## src/hdl/ipsv_pkg.sv

```systemverilog
`default_nettype none
package ipsv_pkg;

	localparam int VOLT_W     = 19;
	localparam int TRIG_W     = 14;
	localparam int PER_W      = 16;
	localparam int BUS_W      = 6;
	localparam int LIM_W      = 16;
	localparam int SEC_W      = 3;
	localparam int TIME_W     = 18;
	localparam int CFG_IDX_W  = 2;
	localparam int CFG_DATA_W = 16;

	localparam int M32_W = 17;
	localparam int USQ_W = 12;
	localparam int THR_W = 31;

	localparam logic [CFG_IDX_W-1:0] REG_PWM_PERIOD  = 2'd0;
	localparam logic [CFG_IDX_W-1:0] REG_BUS_VOLTAGE = 2'd1;
	localparam logic [CFG_IDX_W-1:0] REG_TIME_LIMIT  = 2'd2;

	localparam logic [PER_W-1:0] PERIOD_RESET = 16'd1480;
	localparam logic [BUS_W-1:0] BUS_RESET    = 6'd12;
	localparam logic [LIM_W-1:0] LIMIT_RESET  = 16'd1480;

	localparam int K_SQRT3 = 3547;
	localparam int K_HALF  = 2048;
	localparam int K_TS    = 1774;
	localparam int THR_NUM = 33;
	localparam int THR_DEN = 100;
	localparam int ROT_SH  = 12;
	localparam int MAG_SH  = 14;
	localparam int M32_SH  = 10;

	localparam logic [M32_W-1:0] M32_RESET =
		M32_W'((K_TS * int'(PERIOD_RESET) / int'(BUS_RESET)) >> M32_SH);
	localparam logic [USQ_W-1:0] USQ_RESET = USQ_W'(int'(BUS_RESET) * int'(BUS_RESET));
	localparam logic [THR_W-1:0] THR_RESET =
		THR_W'((THR_NUM * int'(BUS_RESET) * int'(BUS_RESET)) << MAG_SH);

	typedef struct packed {
		logic             start;
		logic [PER_W-1:0] period;
		logic [BUS_W-1:0] bus;
	} scale_req_t;

	typedef struct packed {
		logic             busy;
		logic [M32_W-1:0] m32;
		logic [USQ_W-1:0] udc_sq;
		logic [THR_W-1:0] thr;
	} scale_sts_t;

endpackage
`default_nettype wire

```

## src/hdl/ipsv_scale.sv

```systemverilog
`default_nettype none
module ipsv_scale (
	input  wire logic                 clk,
	input  wire logic                 arst_n,
	input  wire ipsv_pkg::scale_req_t req,
	output ipsv_pkg::scale_sts_t      sts
);

	typedef enum logic {ST_IDLE, ST_RUN} state_t;

	state_t                         state_q;
	logic [4:0]                     cnt_q;
	logic [ipsv_pkg::BUS_W-1:0]     bus_q;
	logic [ipsv_pkg::BUS_W-1:0]     rem_q;
	logic [26:0]                    num_q;
	logic [26:0]                    quo_q;
	logic [ipsv_pkg::M32_W-1:0]     m32_q;
	logic [ipsv_pkg::USQ_W-1:0]     usq_q;
	logic [ipsv_pkg::THR_W-1:0]     thr_q;

	logic [ipsv_pkg::BUS_W:0]       trial;
	logic                           qbit;
	logic [ipsv_pkg::USQ_W-1:0]     usq_new;

	always_comb begin
		trial   = {rem_q, num_q[26]};
		qbit    = trial >= {1'b0, bus_q};
		usq_new = ipsv_pkg::USQ_W'(req.bus) * ipsv_pkg::USQ_W'(req.bus);
	end

	// one quotient bit of 1774*period/bus per cycle
	always_ff @(posedge clk or negedge arst_n) begin
		if (!arst_n) begin
			state_q <= ST_IDLE;
			cnt_q   <= '0;
			bus_q   <= '0;
			rem_q   <= '0;
			num_q   <= '0;
			quo_q   <= '0;
			m32_q   <= ipsv_pkg::M32_RESET;
			usq_q   <= ipsv_pkg::USQ_RESET;
			thr_q   <= ipsv_pkg::THR_RESET;
		end else if (req.start) begin
			state_q <= ST_RUN;
			cnt_q   <= 5'd26;
			bus_q   <= req.bus;
			rem_q   <= '0;
			num_q   <= 27'(ipsv_pkg::K_TS) * 27'(req.period);
			quo_q   <= '0;
			usq_q   <= usq_new;
			thr_q   <= (ipsv_pkg::THR_W'(usq_new) * ipsv_pkg::THR_W'(ipsv_pkg::THR_NUM))
				<< ipsv_pkg::MAG_SH;
		end else begin
			unique case (state_q)
				ST_IDLE: begin
				end
				ST_RUN: begin
					rem_q <= qbit ? ipsv_pkg::BUS_W'(trial - {1'b0, bus_q})
						: trial[ipsv_pkg::BUS_W-1:0];
					num_q <= {num_q[25:0], 1'b0};
					quo_q <= {quo_q[25:0], qbit};
					cnt_q <= cnt_q - 5'd1;
					if (cnt_q == 5'd0) begin
						state_q <= ST_IDLE;
						m32_q   <= (bus_q == '0) ? '0 : quo_q[25:9];
					end
				end
				default: state_q <= ST_IDLE;
			endcase
		end
	end

	assign sts.busy   = state_q == ST_RUN;
	assign sts.m32    = m32_q;
	assign sts.udc_sq = usq_q;
	assign sts.thr    = thr_q;

endmodule
`default_nettype wire

```

## config.mk

```make
export PLATFORM = sky130hd
export DESIGN_NAME = ipsv_scale
export DESIGN_NICKNAME = d
export VERILOG_FILES = /design/src/hdl/ipsv_pkg.sv /design/src/hdl/ipsv_scale.sv
export SDC_FILE = /design/constraint.sdc
export NUM_CORES = 1
export LEC_CHECK = 0
export BUFFER_PORTS_ARGS = -buffer_cell sky130_fd_sc_hd__buf_2
export CAP_MARGIN = 15
export CELL_PAD_IN_SITES_DETAIL_PLACEMENT = 1
export CELL_PAD_IN_SITES_GLOBAL_PLACEMENT = 1
export CORE_MARGIN = 4
export CORE_UTILIZATION = 30
export CTS_BUF_LIST = sky130_fd_sc_hd__clkbuf_4
export CTS_CLUSTER_SIZE = 14
export DETAILED_ROUTE_END_ITERATION = 12
export HOLD_SLACK_MARGIN = 0.12
export PLACE_DENSITY_LB_ADDON = 0.1
export SYNTH_ARGS = -nofsm -noshare
export SYNTH_HDL_FRONTEND = slang
export SYNTH_SLANG_ARGS = --single-unit
```

## constraint.sdc

```tcl
create_clock -name clk -period 2.1 [get_ports clk]
set_input_delay 0.21 -clock clk [delete_from_list [all_inputs] [get_ports clk]]
set_output_delay 0.21 -clock clk [all_outputs]
set_load 0.02 [all_outputs]
```

==> results of run 1 <==
==> stage by stage <==
step | utilization, % | worst slack [ps] | TNS, ps | std cells | total power, W
2_1_floorplan | - | -2625 | -70120 | 1007 | 0.01343
3_3_place_gp | 38.51 | -2815 | -87540 | 1651 | 0.01876
3_5_place_dp | 38.51 | -2878 | -89520 | 1651 | 0.01900
4_1_cts | 41.56 | -2224 | -62270 | 1701 | 0.02312
5_1_grt | 43.54 | -2530 | -70060 | 1734 | 0.02715
6_report | 43.54 | -2350 | -65730 | 1734 | 0.02480
==> per-layer routing <==
layer	global-route usage, %	vias up
met3	1.172	13
met4	2.901	0
met2	26.49	67
li1	-	3833
met1	18.54	3861
met5	0	-
==> layout by cell type (no fill, tap or decap), types with 35 or more instances in the layout <==
cell type	netlist	routed
buf_2	10	57
buf_4	22	194
buf_6	2	56
dfrtp_1	99	98
fa_1	86	77
ha_1	110	72
ha_4	0	37
inv_1	168	129
mux2i_1	48	48
nand2_1	43	35
nor2_1	68	57
==> area by class of cell <==
| type | instances | area share [%] |
|---|---|---|
| multi-input combinational | 674 | 52.77 |
| inverter | 169 | 4.614 |
| antenna | 1 | 0.01758 |
| clock inverter | 7 | 0.7382 |
| sequential | 109 | 19.27 |
| timing repair buffer | 323 | 18.23 |
| clock buffer | 9 | 0.4746 |
| tap | 442 | 3.884 |
==> power by group <==
group / total (W) / internal, W / switching, W
Sequential: 0.00294 / 0.00266 / 0.000280
Clock: 0.00127 / 0.000502 / 0.000769
Combinational: 0.0206 / 0.0108 / 0.00975
==> registers in the layout, indices dropped and copies added, names as in the netlist <==
name	cells
cnt_q	5
quo_q	26
bus_q	6
thr_q	12
num_q	26
rem_q	6
usq_q	10
state_q	1
m32_q	17
==> worst max-delay path, stage by stage <==
cell,delay [ps]
buf_8,100
and2_4,150
fa_1,540
inv_2,50
fa_1,460
fa_1,510
inv_2,50
ha_4,230
and3b_2,230
o211ai_1,280
nand2_1,140
xor2_2,220
ha_4,240
ha_4,220
ha_4,160
a21o_1,200
a21oi_2,190
o21bai_1,80
a21o_1,200
xor2_1,160
mux2_4,260
==> timing repair <==
item                                   4_1_cts  5_1_grt
endpoints found under the hold margin      108        0
gates resized for setup                    121      103
buffers inserted                            33       41
pin swaps                                   91       66
hold buffers                                 6        0
setup endpoints to repair                   49       49
==> logic make-up (layout without fill, tap and decap cells) <==
family                     count (synthesis)  after routing
buffers and inverters                    224            508
adders and majority gates                196            196
and+or+nand+nor                          182            182
AOI/OAI and AO/OA                        172            172
DFF                                      109            109
muxes                                     66             66
xor gates and xnor gates                  42             42
other                                      1             17
==> cell usage after synthesis, types with 4 or more instances <==
cell type	instances	area share [%]
a211oi_1	13	0.98
a21o_1	13	0.98
a21oi_1	34	1.7
a22o_1	11	0.97
a22o_2	6	0.60
a311oi_1	5	0.44
a31oi_1	4	0.25
and2_1	10	0.63
buf_1	4	0.15
buf_2	10	0.50
buf_4	22	1.7
clkbuf_1	17	0.64
dfrtp_1	99	25
dfstp_2	10	2.6
fa_1	86	17
ha_1	110	14
inv_1	168	6.3
mux2_2	18	2.0
mux2i_1	48	4.8
nand2_1	43	1.6
nand2b_1	7	0.44
nand3_1	11	0.55
nand4_1	6	0.38
nor2_1	68	2.6
nor2b_1	15	0.94
o211ai_1	4	0.30
o21a_1	11	0.83
o21ai_0	34	1.7
o21bai_1	5	0.38
xnor2_1	25	2.2
xor2_1	17	1.5
==> path summary, 6_finish.rpt <==
kind	startpoint	to	slack [ps]
setup / recovery	req[0]	thr_q[27]	-2350
hold / removal	arst_n	usq_q[3]	180
setup reg to reg	rem_q[0]	rem_q[3]	20
hold reg to reg	thr_q[23]	thr_q[23]	510
max in group asynchronous	arst_n	thr_q[24]	1090
min in group clk	req[3]	bus_q[3]	180
==> flow_summary.json, run 1 <==
{
  "final_design_area_no_fill_mm2": 0.01424,
  "place.detailed.hpwl_mm": 20.26,
  "finalCriticalPeriod_ps": 4450,
  "drc": 0,
  "gr-total-overflow": 0,
  "design.die.area_mm2": 0.03623,
  "hold_path.class": "in -> async",
  "ff_latch_area_mm2": 0.002744,
  "syn_avg_cell_area_um2": 10.06,
  "num-fill-cells": 3640,
  "gp_congestion": 0.7574,
  "wl_met3_um": 403,
  "end_kind": "flop",
  "drt_iter0_drc": 202,
  "worst-path-max-fanout": 3,
  "wirelength_met1_mm": 11.92,
  "fp.dieH_um": 190.3,
  "outcome": "finished, violations left",
  "cp.arrival_ps": 4860,
  "cts_root_buf": "clkbuf_4",
  "dr_total_vias": 7774,
  "ys_seq_elements": 109,
  "fin_skew_ps": 26.20,
  "finalMaxSlewViolations": 0,
  "async_reset_ff_share_pct": 100.0,
  "required_ps": 2510,
  "cp-start-kind": "input port",
  "grt_max_degree": 93,
  "cts_made_buffers": 9,
  "drv_cap": 0,
  "wl_per_cell_um": 15.22,
  "grt_pass1_wl_mm": 42.96,
  "cts_sinks": 109,
  "dieWidth_um": 190.3,
  "mappedNetlistArea_mm2": 0.009975,
  "setup_viol": 41,
  "path_class": "in -> reg",
  "drtPass1Iterations": 5,
  "tightestPinTransition_ps": 530.5,
  "ys_seq_area_share_pct": 27.47,
  "rsz0062_at_grt": "true",
  "drt_wl_total_mm": 26.39,
  "ir_worst_vdd_mv": 0.9825,
  "layout.nets": 1507,
  "synthMuxAreaShare_pct": 6.849,
  "antenna_left": 0,
  "synth_compound_area_share_pct": 12.49,
  "synthToLayoutAreaGrowth_pct": 42.74,
  "rows": 66,
  "cts.path.max_buffers": 2,
  "h-tree-depth": 3,
  "synth_edf_count": 0,
  "p_per_area_mw_per_mm2": 1742,
  "core-area_mm2": 0.03270,
  "ios": 86,
  "syn_inst": 992,
  "slew_headroom_pct": 64.31,
  "worst_hold_slack_ps": 180.0,
  "wl_met2_mm": 13.82,
  "ys.flop_type": "dfrtp_1",
  "yosys.area_share.xor_xnor_pct": 3.688,
  "first_global_vias": 8635,
  "multi_input_area_mm2": 0.007513,
  "violations": "setup timing",
  "yosys.area_share.adder_pct": 31.06,
  "io_buffers": 69,
  "layout-drive-gt1-share_pct": 43.22,
  "grt_usage_pct": 14.39,
  "fin_crit_sh_pct": 211.9,
  "cts_tree": "done",
  "max_freq_ghz": 0.2247,
  "clkLatencyLatePin_ps": 490,
  "finalWorstSetupSlack_ps": -2350,
  "synth_top_family_by_area": "adder cells",
  "highest_layer": "met4",
  "yosys_warnings": 0,
  "yosys.area_share.simple_pct": 8.869,
  "leakage_nw": 7.129,
  "antenna_found_initial": 1,
  "vias_per_cell": 4.483,
  "reg2reg_depth": 8,
  "placed_cell_area_mm2": 0.01259,
  "cts.reportedPaths.clkPinSlew_ps": 190,
  "initial_utilization_pct": 30.50,
  "synth_cell_types": 72,
  "hold_viol_final": 0
}
Note: power is estimated with default switching activity, not from simulation.
==> run 2: changes to the inputs <==
--- a/config.mk
+++ b/config.mk
@@ -16,6 +16,7 @@
 export DETAILED_ROUTE_END_ITERATION = 12
 export HOLD_SLACK_MARGIN = 0.12
 export PLACE_DENSITY_LB_ADDON = 0.1
+export REMOVE_ABC_BUFFERS = 1
 export SYNTH_ARGS = -nofsm -noshare
 export SYNTH_HDL_FRONTEND = slang
 export SYNTH_SLANG_ARGS = --single-unit
==> flow_summary.json, run 2 (synthesized netlist as in run 1, its figures left out) <==
{
  "cts_sinks": 109,
  "p_comb_share_pct": 83.7,
  "design.die.area_mm2": 0.03623,
  "hold_path.class": "in -> reg",
  "gr-total-overflow": 0,
  "grt_max_degree": 48,
  "cts_root_buf": "clkbuf_4",
  "rows": 66,
  "ir_worst_vdd_mv": 1.011,
  "internal-power_w": 0.01396,
  "finalCriticalPeriod_ps": 4556,
  "drv_cap": 0,
  "fin_skew_ps": 20.08,
  "critPathBufInv": 3,
  "cp_num_cells": 22,
  "grt_usage_pct": 14.98,
  "final_common_cell": "buf_4",
  "first_global_vias": 8764,
  "outcome": "finished, violations left",
  "setup_viol": 41,
  "p_per_area_mw_per_mm2": 1750,
  "layout-drive-gt1-share_pct": 43.18,
  "end_kind": "flop",
  "reg.largest.list": "num_q x26, quo_q x26, m32_q x17",
  "wl_per_cell_um": 15.26,
  "p_clk_share_pct": 4.5,
  "ios": 86,
  "io_buffers": 69,
  "antenna_found_initial": 1,
  "cpPeakStageDelay_ps": 560,
  "drc": 0,
  "slew_headroom_pct": 61.59,
  "path_class": "in -> reg",
  "final_cell_mix": "buf_4 (190), inv_1 (128), dfrtp_1 (98)",
  "core-area_mm2": 0.03270,
  "switchingPower_w": 0.01087,
  "ff_latch_area_mm2": 0.002744,
  "dpl_worst_slack_ps": -3200,
  "crit_family": "adder cells",
  "cpMostUsedCell": "fa_1",
  "crit_chain": "buf_6 > and2_4 > fa_1 > inv_2 > fa_1 > fa_1 > inv_1 > ha_1 > o21ai_1 > nor2_2 > o31ai_4 > a21boi_4 > xor2_2 > ha_4 > ha_4 > a21o_1 > a21oi_2 > o21bai_1 > a21o_1 > a21oi_2 > or3_1 > a31oi_1",
  "gp_congestion": 0.7678,
  "drtPass1Iterations": 6,
  "worst_hold_slack_ps": 192.9,
  "switching_share_pct": 43.79,
  "reg2reg_depth": 9,
  "h-tree-depth": 3,
  "fin_crit_sh_pct": 217.0,
  "worst-path-max-fanout": 2,
  "drt_wl_total_mm": 26.34,
  "initial_utilization_pct": 30.50,
  "required_ps": 2540,
  "finalMaxSlewViolations": 0,
  "violations": "setup timing",
  "grt_pass1_wl_mm": 44.72,
  "cts_tree": "done",
  "hold_depth": 4,
  "rsz0062_at_grt": "true",
  "fp.dieH_um": 190.3,
  "finalWorstSetupSlack_ps": -2456,
  "leakage_nw": 7.094,
  "cts.path.max_buffers": 2,
  "cp-start-kind": "input port",
  "clkLatencyLatePin_ps": 520,
  "fin_cells": 1726,
  "vias_per_cell": 4.516,
  "cp.arrival_ps": 5000,
  "place_inst": 1660,
  "cts.reportedPaths.clkPinSlew_ps": 180,
  "power_w": 0.02483,
  "tightestPinTransition_ps": 576.2,
  "synthToLayoutAreaGrowth_pct": 42.25,
  "worst_path_max_delay_cell": "fa_1",
  "dieWidth_um": 190.3,
  "multi_input_area_mm2": 0.007515,
  "hold_viol_final": 0,
  "p_seq_share_pct": 11.8,
  "num-fill-cells": 3650,
  "dr_total_vias": 7794,
  "drt_iter0_drc": 213,
  "cts_made_buffers": 9,
  "layout.nets": 1499,
  "max_freq_ghz": 0.2195,
  "place.detailed.hpwl_mm": 20.06,
  "antenna_left": 0
}
## run 2: timing repair
item,in CTS,in global routing
endpoints found under the setup margin,50,52
setup buffers,39,18
pin swaps,142,77
gates resized for setup,267,58
hold buffers,8,0
endpoints found under the hold margin,115,0
## run 2: final cells by class
class / instances / area share [%]
multi-input cells: 674 / 52.96
flip-flops and latches: 109 / 19.34
repair buffers: 315 / 18.12
inverters: 169 / 4.665
well taps: 442 / 3.898
clock buffers: 10 / 0.5291
clock inverters: 6 / 0.4674
diodes: 1 / 0.01764
## run 2: path summary, 6_finish.rpt
kind | to | startpoint | slack (ps)
worst max-delay path | thr_q[29] | req[4] | -2460
worst min-delay path | bus_q[0] | req[0] | 190
worst max register to register | rem_q[1] | bus_q[1] | 50
worst min register to register | thr_q[23] | thr_q[23] | 520
max in group asynchronous | thr_q[21] | arst_n | 1250
min in group asynchronous | bus_q[5] | arst_n | 210
## run 2: stage by stage
stage | util [%] | cell area (um^2) | TNS [ps]
finish | 43.39 | 14190 | -63880
global route | 43.39 | 14190 | -69090
CTS | 42.46 | 13880 | -62450
detailed placement | 37.16 | 12150 | -98530
global placement | 37.16 | 12150 | -96670
floorplan | - | 9714 | -124780
## run 2: tightest hold or removal path: stages
cell and delay (ps):
buf_6 70, buf_6 90, buf_4 150, mux2_2 160
## run 2: power by group through the flow
stage                     clock (W)  sequential, W  combinational [W]
after floorplan                   0        0.00316            0.00840
after global placement            0        0.00297             0.0145
after detailed placement          0        0.00298             0.0146
after CTS                   0.00118        0.00295             0.0197
after global routing        0.00126        0.00302             0.0230
final                       0.00111        0.00294             0.0208
## run 2: layer usage
layer | global-route usage [%] | up-vias | part of all wire, %
li1 | - | 3826 | -
met1 | 19.84 | 3886 | 46
met2 | 26.64 | 68 | 51
met3 | 1.593 | 14 | 1.9
met4 | 2.983 | 0 | 0.83
met5 | 0 | - | 0
